### src/sv/adsr_pkg.sv
// ----------------------------------------------------------------------------
// ADSR envelope package
// Widths, phase codes, register indexes and the structs that travel between
// the front end, the divider cells and the top level.
// ----------------------------------------------------------------------------
package adsr_pkg;

    // Counter width for the phase lengths and fraction bits of a level.
    localparam int CW  = 32;
    localparam int LF  = 16;
    localparam int LW  = LF + 1;
    // Fixed field widths.
    localparam int P_W     = 34;
    localparam int SUS_W   = 17;
    localparam int DATA_W  = 32;
    localparam int IDX_W   = 2;
    localparam int PHASE_W = 3;
    localparam int LEVEL_W = 17;
    // Width of the partial remainder and divisor in the divider chain.
    localparam int REM_W = CW + LF;
    // Width in which positions are compared against the phase boundaries.
    localparam int CMP_W = (P_W > CW + 3) ? P_W : CW + 3;
    // Width in which the sustain level is saturated.
    localparam int SAT_W = (SUS_W > LW) ? SUS_W : LW;

    localparam logic [LW-1:0] FULL = {1'b1, {LF{1'b0}}};

    // Phase codes.
    localparam logic [PHASE_W-1:0] PH_ATTACK  = 3'd0;
    localparam logic [PHASE_W-1:0] PH_DECAY   = 3'd1;
    localparam logic [PHASE_W-1:0] PH_SUSTAIN = 3'd2;
    localparam logic [PHASE_W-1:0] PH_RELEASE = 3'd3;
    localparam logic [PHASE_W-1:0] PH_DONE    = 3'd4;

    // Register indexes.
    localparam logic [IDX_W-1:0] IDX_ATTACK  = 2'd0;
    localparam logic [IDX_W-1:0] IDX_DECAY   = 2'd1;
    localparam logic [IDX_W-1:0] IDX_RELEASE = 2'd2;
    localparam logic [IDX_W-1:0] IDX_SUSTAIN = 2'd3;

    typedef struct packed {
        logic [CW-1:0]    attack;
        logic [CW-1:0]    decay;
        logic [CW-1:0]    release_len;
        logic [SUS_W-1:0] sustain;
    } cfg_t;

    typedef struct packed {
        logic [PHASE_W-1:0] phase;
        logic [LW-1:0]      base;
    } side_t;

    typedef struct packed {
        logic          valid;
        logic [REM_W-1:0] rem;
        logic [REM_W-1:0] dsh;
        logic [LW-1:0] quot;
        side_t         side;
    } cell_t;

endpackage

### src/sv/adsr_front.sv
// ----------------------------------------------------------------------------
// ADSR front end
// Finds the phase of each word, forms the dividend and divisor for the
// ramp and hands the first cell of the divider chain its operands.
// ----------------------------------------------------------------------------
module adsr_front (
    input  logic                       clk,
    input  logic                       rst_n,
    input  logic                       en,
    input  logic                       in_valid,
    input  logic [adsr_pkg::P_W-1:0]   position,
    input  logic [adsr_pkg::CW-1:0]    sus_len,
    input  adsr_pkg::cfg_t             cfg,
    output adsr_pkg::cell_t            cell_out
);
    import adsr_pkg::*;

    // Stage 1: registered input word.
    logic             v1_reg;
    logic [P_W-1:0]   p1_reg;
    logic [CW-1:0]    l1_reg;

    // Stage 2: boundaries of decay and sustain.
    logic             v2_reg;
    logic [CMP_W-1:0] p2_reg;
    logic [CMP_W-1:0] ad2_reg;
    logic [CMP_W-1:0] t22_reg;
    logic             lta2_reg;
    logic [CMP_W-1:0] ad_next;
    logic [CMP_W-1:0] t2_next;
    logic             lta_next;

    // Stage 3: phase and operands of the multiply.
    logic               v3_reg;
    logic [PHASE_W-1:0] ph3_reg;
    logic [CW-1:0]      x3_reg;
    logic [LW-1:0]      m3_reg;
    logic [CW-1:0]      den3_reg;
    logic [LW-1:0]      s3_reg;
    logic [CMP_W-1:0]   t3;
    logic [CMP_W-1:0]   x_dec;
    logic [CMP_W-1:0]   x_rel;
    logic [LW-1:0]      s_sat;
    logic [PHASE_W-1:0] ph_next;
    logic [CW-1:0]      x_next;
    logic [LW-1:0]      m_next;
    logic [CW-1:0]      den_next;

    // Stage 4: product and first divider word.
    logic [CW+LW-1:0]   prod_full;
    cell_t              cell_next;
    logic               v4_reg;
    cell_t              cell_reg;

    // Valid bits along the front end.
    always_ff @(posedge clk or negedge rst_n)
    begin
        if (!rst_n)
        begin
            v1_reg <= 1'b0;
            v2_reg <= 1'b0;
            v3_reg <= 1'b0;
            v4_reg <= 1'b0;
        end
        else if (en)
        begin
            v1_reg <= in_valid;
            v2_reg <= v1_reg;
            v3_reg <= v2_reg;
            v4_reg <= v3_reg;
        end
    end

    // Stage 1 payload.
    always_ff @(posedge clk)
    begin
        if (en)
        begin
            p1_reg <= position;
            l1_reg <= sus_len;
        end
    end

    // Stage 2: end of decay and end of sustain, and the attack test.
    always_comb
    begin
        ad_next  = CMP_W'(cfg.attack) + CMP_W'(cfg.decay);
        t2_next  = ad_next + CMP_W'(l1_reg);
        lta_next = CMP_W'(p1_reg) < CMP_W'(cfg.attack);
    end

    always_ff @(posedge clk)
    begin
        if (en)
        begin
            p2_reg   <= CMP_W'(p1_reg);
            ad2_reg  <= ad_next;
            t22_reg  <= t2_next;
            lta2_reg <= lta_next;
        end
    end

    // Stage 3: pick the phase and the ramp operands.
    always_comb
    begin
        t3    = t22_reg + CMP_W'(cfg.release_len);
        x_dec = p2_reg - CMP_W'(cfg.attack);
        x_rel = t3 - p2_reg;
        if (SAT_W'(cfg.sustain) > SAT_W'(FULL))
        begin
            s_sat = FULL;
        end
        else
        begin
            s_sat = LW'(cfg.sustain);
        end

        ph_next  = PH_DONE;
        x_next   = '0;
        m_next   = '0;
        den_next = '0;
        if (lta2_reg)
        begin
            ph_next  = PH_ATTACK;
            x_next   = p2_reg[CW-1:0];
            m_next   = FULL;
            den_next = cfg.attack;
        end
        else if (p2_reg < ad2_reg)
        begin
            ph_next  = PH_DECAY;
            x_next   = x_dec[CW-1:0];
            m_next   = FULL - s_sat;
            den_next = cfg.decay;
        end
        else if (p2_reg < t22_reg)
        begin
            ph_next = PH_SUSTAIN;
        end
        else if (p2_reg < t3)
        begin
            ph_next  = PH_RELEASE;
            x_next   = x_rel[CW-1:0];
            m_next   = s_sat;
            den_next = cfg.release_len;
        end
    end

    always_ff @(posedge clk)
    begin
        if (en)
        begin
            ph3_reg  <= ph_next;
            x3_reg   <= x_next;
            m3_reg   <= m_next;
            den3_reg <= den_next;
            s3_reg   <= s_sat;
        end
    end

    // Stage 4: one multiply, then the divisor aligned to the top quotient bit.
    always_comb
    begin
        prod_full            = {{LW{1'b0}}, x3_reg} * {{CW{1'b0}}, m3_reg};
        cell_next.valid      = v3_reg;
        cell_next.rem        = prod_full[REM_W-1:0];
        cell_next.dsh        = {den3_reg, {LF{1'b0}}};
        cell_next.quot       = '0;
        cell_next.side.phase = ph3_reg;
        cell_next.side.base  = s3_reg;
    end

    always_ff @(posedge clk)
    begin
        if (en)
        begin
            cell_reg <= cell_next;
        end
    end

    always_comb
    begin
        cell_out       = cell_reg;
        cell_out.valid = v4_reg;
    end

endmodule

### config.mk
export PLATFORM = sky130hd
export DESIGN_NAME = adsr_front
export DESIGN_NICKNAME = d
export VERILOG_FILES = /design/src/sv/adsr_pkg.sv /design/src/sv/adsr_front.sv
export SDC_FILE = /design/constraint.sdc
export NUM_CORES = 2
export LEC_CHECK = 0
export ABC_AREA = 0
export BUFFER_PORTS_ARGS = -buffer_cell sky130_fd_sc_hd__buf_2
export CELL_PAD_IN_SITES_DETAIL_PLACEMENT = 0
export CELL_PAD_IN_SITES_GLOBAL_PLACEMENT = 1
export CORE_MARGIN = 3
export CORE_UTILIZATION = 35
export DETAILED_ROUTE_END_ITERATION = 12
export PLACE_DENSITY = 0.72
export SLEW_MARGIN = 20
export SYNTH_ARGS = -nofsm -noshare
export SYNTH_HDL_FRONTEND = slang
export SYNTH_SLANG_ARGS = --single-unit
export TNS_END_PERCENT = 5
### constraint.sdc
create_clock -name clk -period 13.03 [get_ports clk]
set_clock_uncertainty 0.05 [all_clocks]
set_input_delay 2.606 -clock clk [delete_from_list [all_inputs] [get_ports clk]]
set_output_delay 2.606 -clock clk [all_outputs]
set_load 0.03 [all_outputs]
==> impl_metrics.json <==
{
  "hold_depth": 0,
  "netlist_area_mm2": 0.0412,
  "fmax_mhz": 117,
  "endpoint_kind": "register",
  "ff_latch_area_mm2": 0.0112,
  "dr.pass1.iters": 5,
  "core-area_mm2": 0.117,
  "synth-simple-area-share": 0.128,
  "cap_violations": 0,
  "place_congestion": 0.855,
  "largest_reg_flops": 100,
  "drc": 0,
  "avgViaCountPerCell": 5.09,
  "dieArea_mm2": 0.122,
  "ant_nets": 0,
  "root_buffer": "clkbuf_16",
  "grt_max_degree": 158,
  "async_reset_ff_frac": 0.0107,
  "r2r_slack_ns": 5.28,
  "path_buf_inv": 1,
  "ios": 317,
  "grt_usage": 0.192,
  "antenna_found_initial": 5,
  "cp.required_ns": 13.43,
  "synth_ff_type": "edfxtp_1",
  "clk_latency_ns": 0.64,
  "period_share": 0.658,
  "fillers": 11600,
  "r2r_start": "x3_reg[14]",
  "yosys.area_share.xor_xnor": 0.0400,
  "die_w_um": 349,
  "status": "completed",
  "clkSinkCount": 373,
  "crit_fanout": 17,
  "drive_above_1_share": 0.0945,
  "finalMaxSlewViolations": 0,
  "cts.htree.levels": 2,
  "multi_input_area_mm2": 0.0266,
  "synthCells": 4229,
  "tns_ns": 0,
  "yosysSeqAreaShare": 0.271,
  "ys_ff_latch": 373,
  "critical_path.top_delay_family": "compound AO/OA/AOI/OAI gates",
  "criticalPathCategory": "input port to register",
  "initial_core_util": 0.354,
  "setup_viol": 0,
  "post_cts_buffers": 0,
  "wl_per_cell_um": 19.4,
  "place_ws_ns": 3.62,
  "die_h_um": 349,
  "timing.rr.end": "cell_out[130]",
  "drt_iter0_drc": 1756,
  "start_kind": "input port",
  "cp_slowest_cell": "and2_1",
  "cp.arrival_ns": 8.98,
  "grt-ovfl-total": 0,
  "vias": 30600,
  "muxShareOfSynthArea": 0.00164,
  "hold_buffers": 0,
  "critical_path.max_stage_delay_ns": 0.69,
  "worstHoldEndpoint": "cell_out[72]",
  "synth.distinct_cells": 79,
  "synthAdderAreaFrac": 0.344,
  "yosys_warnings": 0,
  "rows": 125,
  "cts_tree": "yes",
  "grt_pass1_wl_um": 183000,
  "synth_top_family_by_area": "adder cells",
  "area_delta_synth_final_pct": 10.9,
  "synth-edff-count": 369,
  "r2r_cells": 22,
  "dp_hpwl_um": 91600,
  "synth-compound-area-share": 0.128,
  "cts_buffer_depth": 3,
  "cts_resized": 0,
  "slew-limit-headroom": 0.288,
  "finalHoldViolations": 0,
  "critical_path.most_common_cell": "o21ai_1",
  "min_from": "den3_reg[19]",
  "drt-total-wl_um": 117000,
  "setup_slack_ns": 4.46,
  "crit_cells": 25,
  "grt_pass1_vias": 32100,
  "clk_pin_slew_ns": 0.06,
  "finalCriticalPeriod_ns": 8.57,
  "io_buffers": 283,
  "avgSynthCellArea_um2": 9.74,
  "tightest_slew_ns": 1.07,
  "min_path_type": "register to register",
  "numCtsBuffers": 49,
  "rsz0062_at_grt": "false",
  "final_nets": 5495
}
-- per-layer routing --
layer | up-vias | global-route usage | wire (µm)
met1 | 15300 | 0.257 | 52700
met4 | 2 | 0.0508 | 3010
li1 | 14400 | - | -
met5 | - | 0 | 7
met3 | 165 | 0.0302 | 6190
met2 | 773 | 0.324 | 54900
-- through the flow --
stage / cells / hold slack, ns / cell area [µm²] / utilization
2_1_floorplan: 4261 / 0.350 / 41300 / -
5_1_grt: 6013 / 0.377 / 45700 / 0.392
4_1_cts: 6010 / 0.368 / 45600 / 0.392
6_report: 6015 / 0.367 / 45700 / 0.392
3_5_place_dp: 5922 / 0.355 / 44100 / 0.379
3_3_place_gp: 5921 / 0.354 / 44100 / 0.379
-- synthesized netlist by cell type, drive strengths merged, types with 15 or more instances --
master	number	area, µm²
buf	39	278
o21ai	121	606
inv	740	2780
a221oi	16	140
clkbuf	139	524
and2	226	1410
nor2b	37	239
o31ai	16	120
nor3	25	125
o21a	36	270
nand3	34	170
and3	57	357
o21bai	34	255
or2	15	93.8
xnor2	132	1160
nor2	125	469
nand4	35	219
ha	408	5100
fa	453	9070
a31oi	15	100
nand2	445	1670
xor2	56	490
edfxtp	369	11100
a211oi	57	433
a21oi	260	1310
a21o	136	1020
o211ai	16	120
nand2b	34	213
-- worst max-delay path by stage --
| stage | startpoint | end | slack, ns |
|---|---|---|---|
| floorplan | cfg[17] | x3_reg[11] | 5.31 |
| detailed placement | cfg[17] | m3_reg[10] | 3.62 |
| global placement | cfg[17] | m3_reg[5] | 3.83 |
| finish | cfg[17] | x3_reg[25] | 4.46 |
| global route | cfg[17] | x3_reg[25] | 4.00 |
| CTS | cfg[17] | m3_reg[7] | 4.30 |
-- logic make-up (layout without fill, tap and decap cells) --
group | count (synthesis) | after routing
AOI/OAI and AO/OA | 809 | 809
xor gates and xnor gates | 188 | 188
buffers and inverters | 918 | 1145
DFF | 373 | 373
adders and majority gates | 861 | 861
other | 1 | 36
and+or+nand+nor | 1073 | 1073
muxes | 6 | 6
-- worst reg2reg max path: cells and delay by family (launching register included) --
| family | cells | cell delay, ns |
|---|---|---|
| and+or+nand+nor | 5 | 1.31 |
| xor gates and xnor gates | 1 | 0.15 |
| DFF | 1 | 0.88 |
| buffers and inverters | 4 | 0.34 |
| AOI/OAI and AO/OA | 5 | 1.28 |
| adders and majority gates | 7 | 3.48 |
-- layout make-up --
| cell class | instances | share of cell area |
|---|---|---|
| clock inverters | 24 | 0.00460 |
| well taps | 1524 | 0.0418 |
| repair buffers | 317 | 0.0375 |
| clock buffers | 64 | 0.0285 |
| multi-input cells | 2970 | 0.582 |
| inverters | 740 | 0.0608 |
| flip-flops and latches | 373 | 0.245 |
| diodes | 3 | 0.000164 |
-- layout by cell type (no fill, tap or decap), drive strengths merged, types with 36 or more instances in the layout --
cell type,instances
a211oi,57
a21o,136
a21oi,260
and2,226
and3,57
buf,317
clkbuf,64
edfxtp,369
fa,453
ha,408
inv,741
nand2,445
nor2,125
nor2b,37
o21a,36
o21ai,121
xnor2,132
xor2,56
Power is left out: the tool's default activity adds up to more than one toggle a clock period on the data nets, which glitch-free logic cannot reach.
