--- config.mk ---
export PLATFORM = sky130hd
export DESIGN_NAME = adsr_div_cell
export DESIGN_NICKNAME = d
export VERILOG_FILES = /design/src/sv/adsr_pkg.sv /design/src/sv/adsr_div_cell.sv
export SDC_FILE = /design/constraint.sdc
export NUM_CORES = 1
export LEC_CHECK = 0
export ABC_AREA = 1
export ABC_CLOCK_PERIOD_IN_PS = 2100
export BUFFER_PORTS_ARGS = -buffer_cell sky130_fd_sc_hd__buf_4
export CAP_MARGIN = 0
export CORE_MARGIN = 2
export CORE_UTILIZATION = 57
export DETAILED_ROUTE_END_ITERATION = 16
export HOLD_SLACK_MARGIN = 0.15
export PLACE_DENSITY_LB_ADDON = 0.25
export SLEW_MARGIN = 40
export SYNTH_ARGS = -nofsm -noshare
export SYNTH_HDL_FRONTEND = slang
export SYNTH_SLANG_ARGS = --single-unit
export TNS_END_PERCENT = 5
--- constraint.sdc ---
create_clock -name clk -period 2.1 [get_ports clk]
set_input_delay 0.105 -clock clk [delete_from_list [all_inputs] [get_ports clk]]
set_output_delay 0.105 -clock clk [all_outputs]
set_load 0.005 [all_outputs]
--- src/sv/adsr_pkg.sv ---
// ----------------------------------------------------------------------------
// ADSR envelope package
// Widths, phase codes, register indexes and the structs that travel between
// the front end, the divider cells and the top level.
// ----------------------------------------------------------------------------
package adsr_pkg;

    // Counter width for the phase lengths and fraction bits of a level.
    localparam int CW  = 32;
    localparam int LF  = 16;
    localparam int LW  = LF + 1;
    // Fixed field widths.
    localparam int P_W     = 34;
    localparam int SUS_W   = 17;
    localparam int DATA_W  = 32;
    localparam int IDX_W   = 2;
    localparam int PHASE_W = 3;
    localparam int LEVEL_W = 17;
    // Width of the partial remainder and divisor in the divider chain.
    localparam int REM_W = CW + LF;
    // Width in which positions are compared against the phase boundaries.
    localparam int CMP_W = (P_W > CW + 3) ? P_W : CW + 3;
    // Width in which the sustain level is saturated.
    localparam int SAT_W = (SUS_W > LW) ? SUS_W : LW;

    localparam logic [LW-1:0] FULL = {1'b1, {LF{1'b0}}};

    // Phase codes.
    localparam logic [PHASE_W-1:0] PH_ATTACK  = 3'd0;
    localparam logic [PHASE_W-1:0] PH_DECAY   = 3'd1;
    localparam logic [PHASE_W-1:0] PH_SUSTAIN = 3'd2;
    localparam logic [PHASE_W-1:0] PH_RELEASE = 3'd3;
    localparam logic [PHASE_W-1:0] PH_DONE    = 3'd4;

    // Register indexes.
    localparam logic [IDX_W-1:0] IDX_ATTACK  = 2'd0;
    localparam logic [IDX_W-1:0] IDX_DECAY   = 2'd1;
    localparam logic [IDX_W-1:0] IDX_RELEASE = 2'd2;
    localparam logic [IDX_W-1:0] IDX_SUSTAIN = 2'd3;

    typedef struct packed {
        logic [CW-1:0]    attack;
        logic [CW-1:0]    decay;
        logic [CW-1:0]    release_len;
        logic [SUS_W-1:0] sustain;
    } cfg_t;

    typedef struct packed {
        logic [PHASE_W-1:0] phase;
        logic [LW-1:0]      base;
    } side_t;

    typedef struct packed {
        logic          valid;
        logic [REM_W-1:0] rem;
        logic [REM_W-1:0] dsh;
        logic [LW-1:0] quot;
        side_t         side;
    } cell_t;

endpackage

--- src/sv/adsr_div_cell.sv ---
// ----------------------------------------------------------------------------
// ADSR divider cell
// One restoring division step: decides one quotient bit and hands the
// remainder and the halved divisor to the next cell.
// ----------------------------------------------------------------------------
module adsr_div_cell (
    input  logic            clk,
    input  logic            rst_n,
    input  logic            en,
    input  adsr_pkg::cell_t cell_in,
    output adsr_pkg::cell_t cell_out
);
    import adsr_pkg::*;

    logic  ge;
    cell_t cell_next;
    cell_t cell_reg;
    logic  valid_reg;

    // Trial subtraction and quotient bit.
    always_comb
    begin
        ge             = cell_in.rem >= cell_in.dsh;
        cell_next      = cell_in;
        cell_next.rem  = ge ? (cell_in.rem - cell_in.dsh) : cell_in.rem;
        cell_next.dsh  = cell_in.dsh >> 1;
        cell_next.quot = {cell_in.quot[LW-2:0], ge};
    end

    always_ff @(posedge clk or negedge rst_n)
    begin
        if (!rst_n)
        begin
            valid_reg <= 1'b0;
        end
        else if (en)
        begin
            valid_reg <= cell_in.valid;
        end
    end

    always_ff @(posedge clk)
    begin
        if (en)
        begin
            cell_reg <= cell_next;
        end
    end

    always_comb
    begin
        cell_out       = cell_reg;
        cell_out.valid = valid_reg;
    end

endmodule

==> results of run 1 <==
-- metrics by stage --
| step | area (µm²) | hold WS, ns | instances | setup WS (ns) | TNS, ns |
|---|---|---|---|---|---|
| after floorplan | 9260 | -0.191 | 1264 | 0.139 | 0 |
| after detailed placement | 12400 | -0.119 | 1848 | -0.203 | -4.05 |
| after CTS | 14300 | 0.152 | 2012 | 0.174 | 0 |
| after global placement | 12400 | -0.120 | 1848 | -0.120 | -1.08 |
-- what timing repair did --
item,in CTS
setup buffers,0
hold buffers,132
endpoints found under the setup margin,0
hold endpoints to repair,131
-- cells by family after synthesis --
kind of cell	Yosys count	share of synthesized area
AOI/OAI and AO/OA	56	0.0312
xor gates and xnor gates	25	0.0236
adders and majority gates	49	0.0670
buffers and inverters	329	0.141
DFF	133	0.431
muxes	1	0.00122
other	1	0.000405
and+or+nand+nor	670	0.304
-- Yosys cell counts --
| library cell | count |
|---|---|
| a21o_1 | 1 |
| a21oi_1 | 27 |
| a21oi_2 | 1 |
| and2_1 | 2 |
| buf_1 | 3 |
| buf_12 | 1 |
| buf_2 | 5 |
| buf_4 | 3 |
| buf_6 | 4 |
| buf_8 | 1 |
| clkbuf_1 | 1 |
| clkinv_1 | 4 |
| conb_1 | 1 |
| dfrtp_1 | 1 |
| edfxtp_1 | 132 |
| fa_1 | 1 |
| ha_1 | 48 |
| inv_1 | 300 |
| inv_2 | 7 |
| mux2_2 | 1 |
| nand2_1 | 452 |
| nand2_2 | 8 |
| nand2_4 | 1 |
| nand3_1 | 64 |
| nand3_2 | 1 |
| nand3b_1 | 2 |
| nand4_1 | 35 |
| nand4_2 | 1 |
| nand4_4 | 1 |
| nor2_1 | 86 |
| nor2_2 | 6 |
| nor2_4 | 4 |
| nor3_1 | 2 |
| nor3_2 | 1 |
| nor4_1 | 2 |
| o21ai_0 | 2 |
| o21ai_1 | 24 |
| o21bai_1 | 1 |
| or2_0 | 1 |
| or2_2 | 1 |
| xnor2_1 | 1 |
| xor2_1 | 24 |
-- routing by layer --
metal / GRT usage / overflow
met2: 0.926 / 42
met4: 0.713 / 32
met5: 0.137 / 0
met3: 0.611 / 1
met1: 0.719 / 0
==> flow_metrics.env, run 1 <==
export IMPL_cts_root_buf="clkbuf_16"
export IMPL_stop_stage="5_1_grt"
export IMPL_overflow=75
export IMPL_io_buffer_count=268
export IMPL_synth_area_leader_cell="edfxtp_1"
export IMPL_yosys_warnings=0
export IMPL_gp_congestion=0.962
export IMPL_synth_top_cell_area_share=0.428
export IMPL_yosys_cell_types_count=42
export IMPL_syn_area_mm2=0.00926
export IMPL_ys_ff_latch=133
export IMPL_tool_error="[ERROR GRT-0232] Routing congestion too high. Check the congestion heatmap in the GUI."
export IMPL_syn_avg_cell_area_um2=7.33
export IMPL_syn_nets=1450
export IMPL_fp_dieH_um=131
export IMPL_worst_endpoint="cell_out[128]$_DFFE_PP_/D"
export IMPL_initial_core_util=0.583
export IMPL_cts_buffers=17
export IMPL_syn_inst=1264
export IMPL_status="stopped before the end"
export IMPL_ios=271
export IMPL_clk_path_buf_depth=2
export IMPL_rows=46
export IMPL_grt_max_degree=56
export IMPL_dp_hpwl_mm=25.9
export IMPL_cts_resized=0
export IMPL_cts_sinks=133
export IMPL_worst_ep_kind="register data pin"
export IMPL_synth_sequential_area_ratio=0.431
export IMPL_die_x_um=131
export IMPL_track_usage=0.738
export IMPL_synth_area_leaders="edfxtp_1 43%, nand2_1 18%, inv_1 12%"
export IMPL_cts_max_level=4
==> inputs of run 2 (changes only) <==
CORE_UTILIZATION = 40   (was 57)
HOLD_SLACK_MARGIN = unset   (was 0.15)
PLACE_DENSITY_LB_ADDON = 0.15   (was 0.25)
==> run 2 against run 1 <==
Effect of this change:
- synthesized cell count did not move
- the run now ends clean
- area after synthesis did not move
==> flow_metrics.env, run 2 <==
export IMPL_critPathLaunchType="primary input"
export IMPL_drt_wl_total_mm=31.8
export IMPL_grt_pass1_wl_mm=48.6
export IMPL_ant_nets=0
export IMPL_avgViaCountPerCell=4.60
export IMPL_wire_per_inst_um=15.3
export IMPL_power_density_mw_per_mm2=643
export IMPL_fin_cells=2077
export IMPL_synth_sequential_area_ratio=0.431
export IMPL_grt_max_degree=81
export IMPL_drv_cap=0
export IMPL_area_delta_synth_final_pct=54.6
export IMPL_clk_insertion_delay_late_ns=0.42
export IMPL_skew_ns=0
export IMPL_syn_inst=1264
export IMPL_p_leak_uw=0.00765
export IMPL_r2r_slack_ns=1.35
export IMPL_rows=55
export IMPL_cts_clk_slew_worst_paths_ns=0.07
export IMPL_timing_final_crit_share=0.979
export IMPL_initial_core_util=0.408
export IMPL_finalCriticalPeriod_ns=2.06
export IMPL_clk_path_buf_depth=2
export IMPL_setup_worst_path_class="primary input to flop"
export IMPL_cp_slowest_cell="dlygate4sd3_1"
export IMPL_finalHoldViolCount=0
export IMPL_cp_slowest_stage_delay_ns=0.54
export IMPL_nets=1965
export IMPL_num_vias=9560
export IMPL_largest_register_ffs=132
export IMPL_drive_above_1_share=0.276
export IMPL_syn_area_mm2=0.00926
export IMPL_track_usage=0.260
export IMPL_core_region_area_mm2=0.0227
export IMPL_cts_sinks=133
export IMPL_dp_hpwl_mm=24.5
export IMPL_overflow=0
export IMPL_fp_dieH_um=156
export IMPL_end_kind="flop"
export IMPL_yosysMostFrequentCell="nand2_1"
export IMPL_cp_cell_sequence="dlygate4sd3_1, buf_4, inv_1, ha_4, nand2_4, a21oi_1, nor2_1, nand2_1, a21oi_1, buf_4, nand4_4, buf_12, buf_12, nand3_1, nand2_1"
export IMPL_cp_max_fo=8
export IMPL_gp_congestion=0.923
export IMPL_io_buffer_count=268
export IMPL_cts_tree="yes"
export IMPL_ios=271
export IMPL_yosys_cell_types_count=42
export IMPL_antennaDiodeCount=0
export IMPL_first_iter_violations=659
export IMPL_status="finished clean"
export IMPL_yosys_warnings=0
export IMPL_slew_viol_final=0
export IMPL_cts_root_buf="clkbuf_16"
export IMPL_total_power_uw=9200
export IMPL_die_x_um=156
export IMPL_drc=0
export IMPL_die_area_mm2=0.0244
export IMPL_ys_flop_type="edfxtp_1"
export IMPL_synth_commonest_cells="452 x nand2_1, 300 x inv_1, 132 x edfxtp_1, 86 x nor2_1, 64 x nand3_1"
export IMPL_dr_pass1_iters=5
export IMPL_layout_common_cells="451 x nand2_1, 414 x buf_4, 300 x inv_1, 132 x edfxtp_1, 89 x dlygate4sd3_1"
export IMPL_ir_worst_vdd_uv=467
export IMPL_fmax_mhz=486
export IMPL_synth_edf_count=132
export IMPL_arrival_ns=2.23
export IMPL_ys_async_sr_fraction=0.00752
export IMPL_cp_required_ns=2.27
export IMPL_hp_class="primary input to flop"
export IMPL_final_common_cell="nand2_1"
export IMPL_ys_ff_latch=133
export IMPL_place_inst=1952
export IMPL_grt_antenna_before_repair=0
export IMPL_cts_buffers=17
export IMPL_tns_ns=0
export IMPL_synth_area_leaders="edfxtp_1 43%, nand2_1 18%, inv_1 12%"
export IMPL_synth_area_leader_cell="edfxtp_1"
export IMPL_grt_pass1_vias=9621
export IMPL_syn_avg_cell_area_um2=7.33
export IMPL_utilization=0.630
export IMPL_cts_max_level=4
export IMPL_syn_nets=1450
export IMPL_setup_viol=0
export IMPL_synth_top_cell_area_share=0.428
[run 2: cell counts after synthesis]
No cell type changed its count.
[run 2: power by group]
group	switching, µW	internal [µW]	leakage [µW]
sequential	80.6	3250	0.00130
combinational	1410	1410	0.00608
clock	1360	1670	0.000265
[run 2: final timing paths]
check | start | endpoint | cells after the start
worst max-delay path | cell_in[83] | cell_out[118]$_DFFE_PP_ | 15
min in group asynchronous | rst_n | valid_reg$_DFFE_PN0P_ | 3
worst max register to register | valid_reg$_DFFE_PN0P_ | valid_reg$_DFFE_PN0P_ | 1
worst min-delay path | cell_in[111] | cell_out[111]$_DFFE_PP_ | 3
max in group asynchronous | rst_n | valid_reg$_DFFE_PN0P_ | 3
worst min register to register | valid_reg$_DFFE_PN0P_ | valid_reg$_DFFE_PN0P_ | 1
[run 2: through the flow]
| step | area [µm²] | setup slack, ns | hold slack, ns |
|---|---|---|---|
| 6_report | 14300 | 0.0436 | 0.0128 |
| 5_1_grt | 14300 | -0.0293 | 0.0126 |
| 4_1_cts | 14200 | 0.00344 | 0.00283 |
| 3_5_place_dp | 12700 | -0.293 | -0.118 |
| 3_3_place_gp | 12700 | -0.263 | -0.120 |
| 2_1_floorplan | 9260 | 0.139 | -0.191 |
[run 2: critical path, delay by kind of cell]
kind	cells	cell delay (ns)
compound gates	2	0.17
fa+ha+maj	1	0.22
buf+inv	6	1.22
simple gates	6	0.52
[run 2: final cells by class]
| type | instances | area (µm²) |
|---|---|---|
| clock inverters | 14 | 143 |
| fillers | 2074 | 8400 |
| multi-input cells | 802 | 4010 |
| repair buffers | 514 | 4220 |
| clock buffers | 18 | 429 |
| well taps | 285 | 357 |
| flip-flops and latches | 133 | 3990 |
| inverters | 311 | 1170 |
[run 2: logic make-up (layout without fill, tap and decap cells)]
logic type / Yosys count / count (layout) / synth area share
XOR/XNOR: 25 / 25 / 0.0236
flip-flops: 133 / 133 / 0.431
AO/OA/AOI/OAI: 56 / 56 / 0.0312
buffers and inverters: 329 / 857 / 0.141
multiplexers: 1 / 1 / 0.00122
other: 1 / 1 / 0.000405
adder cells (fa/ha/maj): 49 / 49 / 0.0670
AND/OR/NAND/NOR: 670 / 670 / 0.304
[run 2: per-layer routing]
layer | track usage | up-vias | routed length, µm | share of wire
li1 | - | 4920 | - | -
met2 | 0.440 | 287 | 14800 | 0.46
met4 | 0.0629 | 0 | 454 | 0.014
met1 | 0.348 | 4328 | 14600 | 0.46
met3 | 0.0431 | 25 | 2010 | 0.063
met5 | 0 | - | 0 | 0
[run 2: timing repair]
action,4_1_cts,5_1_grt
endpoints found under the hold margin,88,0
setup buffers,0,1
gates resized for setup,0,10
hold buffers,89,0
endpoints found under the setup margin,0,45
(Power assumes the default switching activity.)
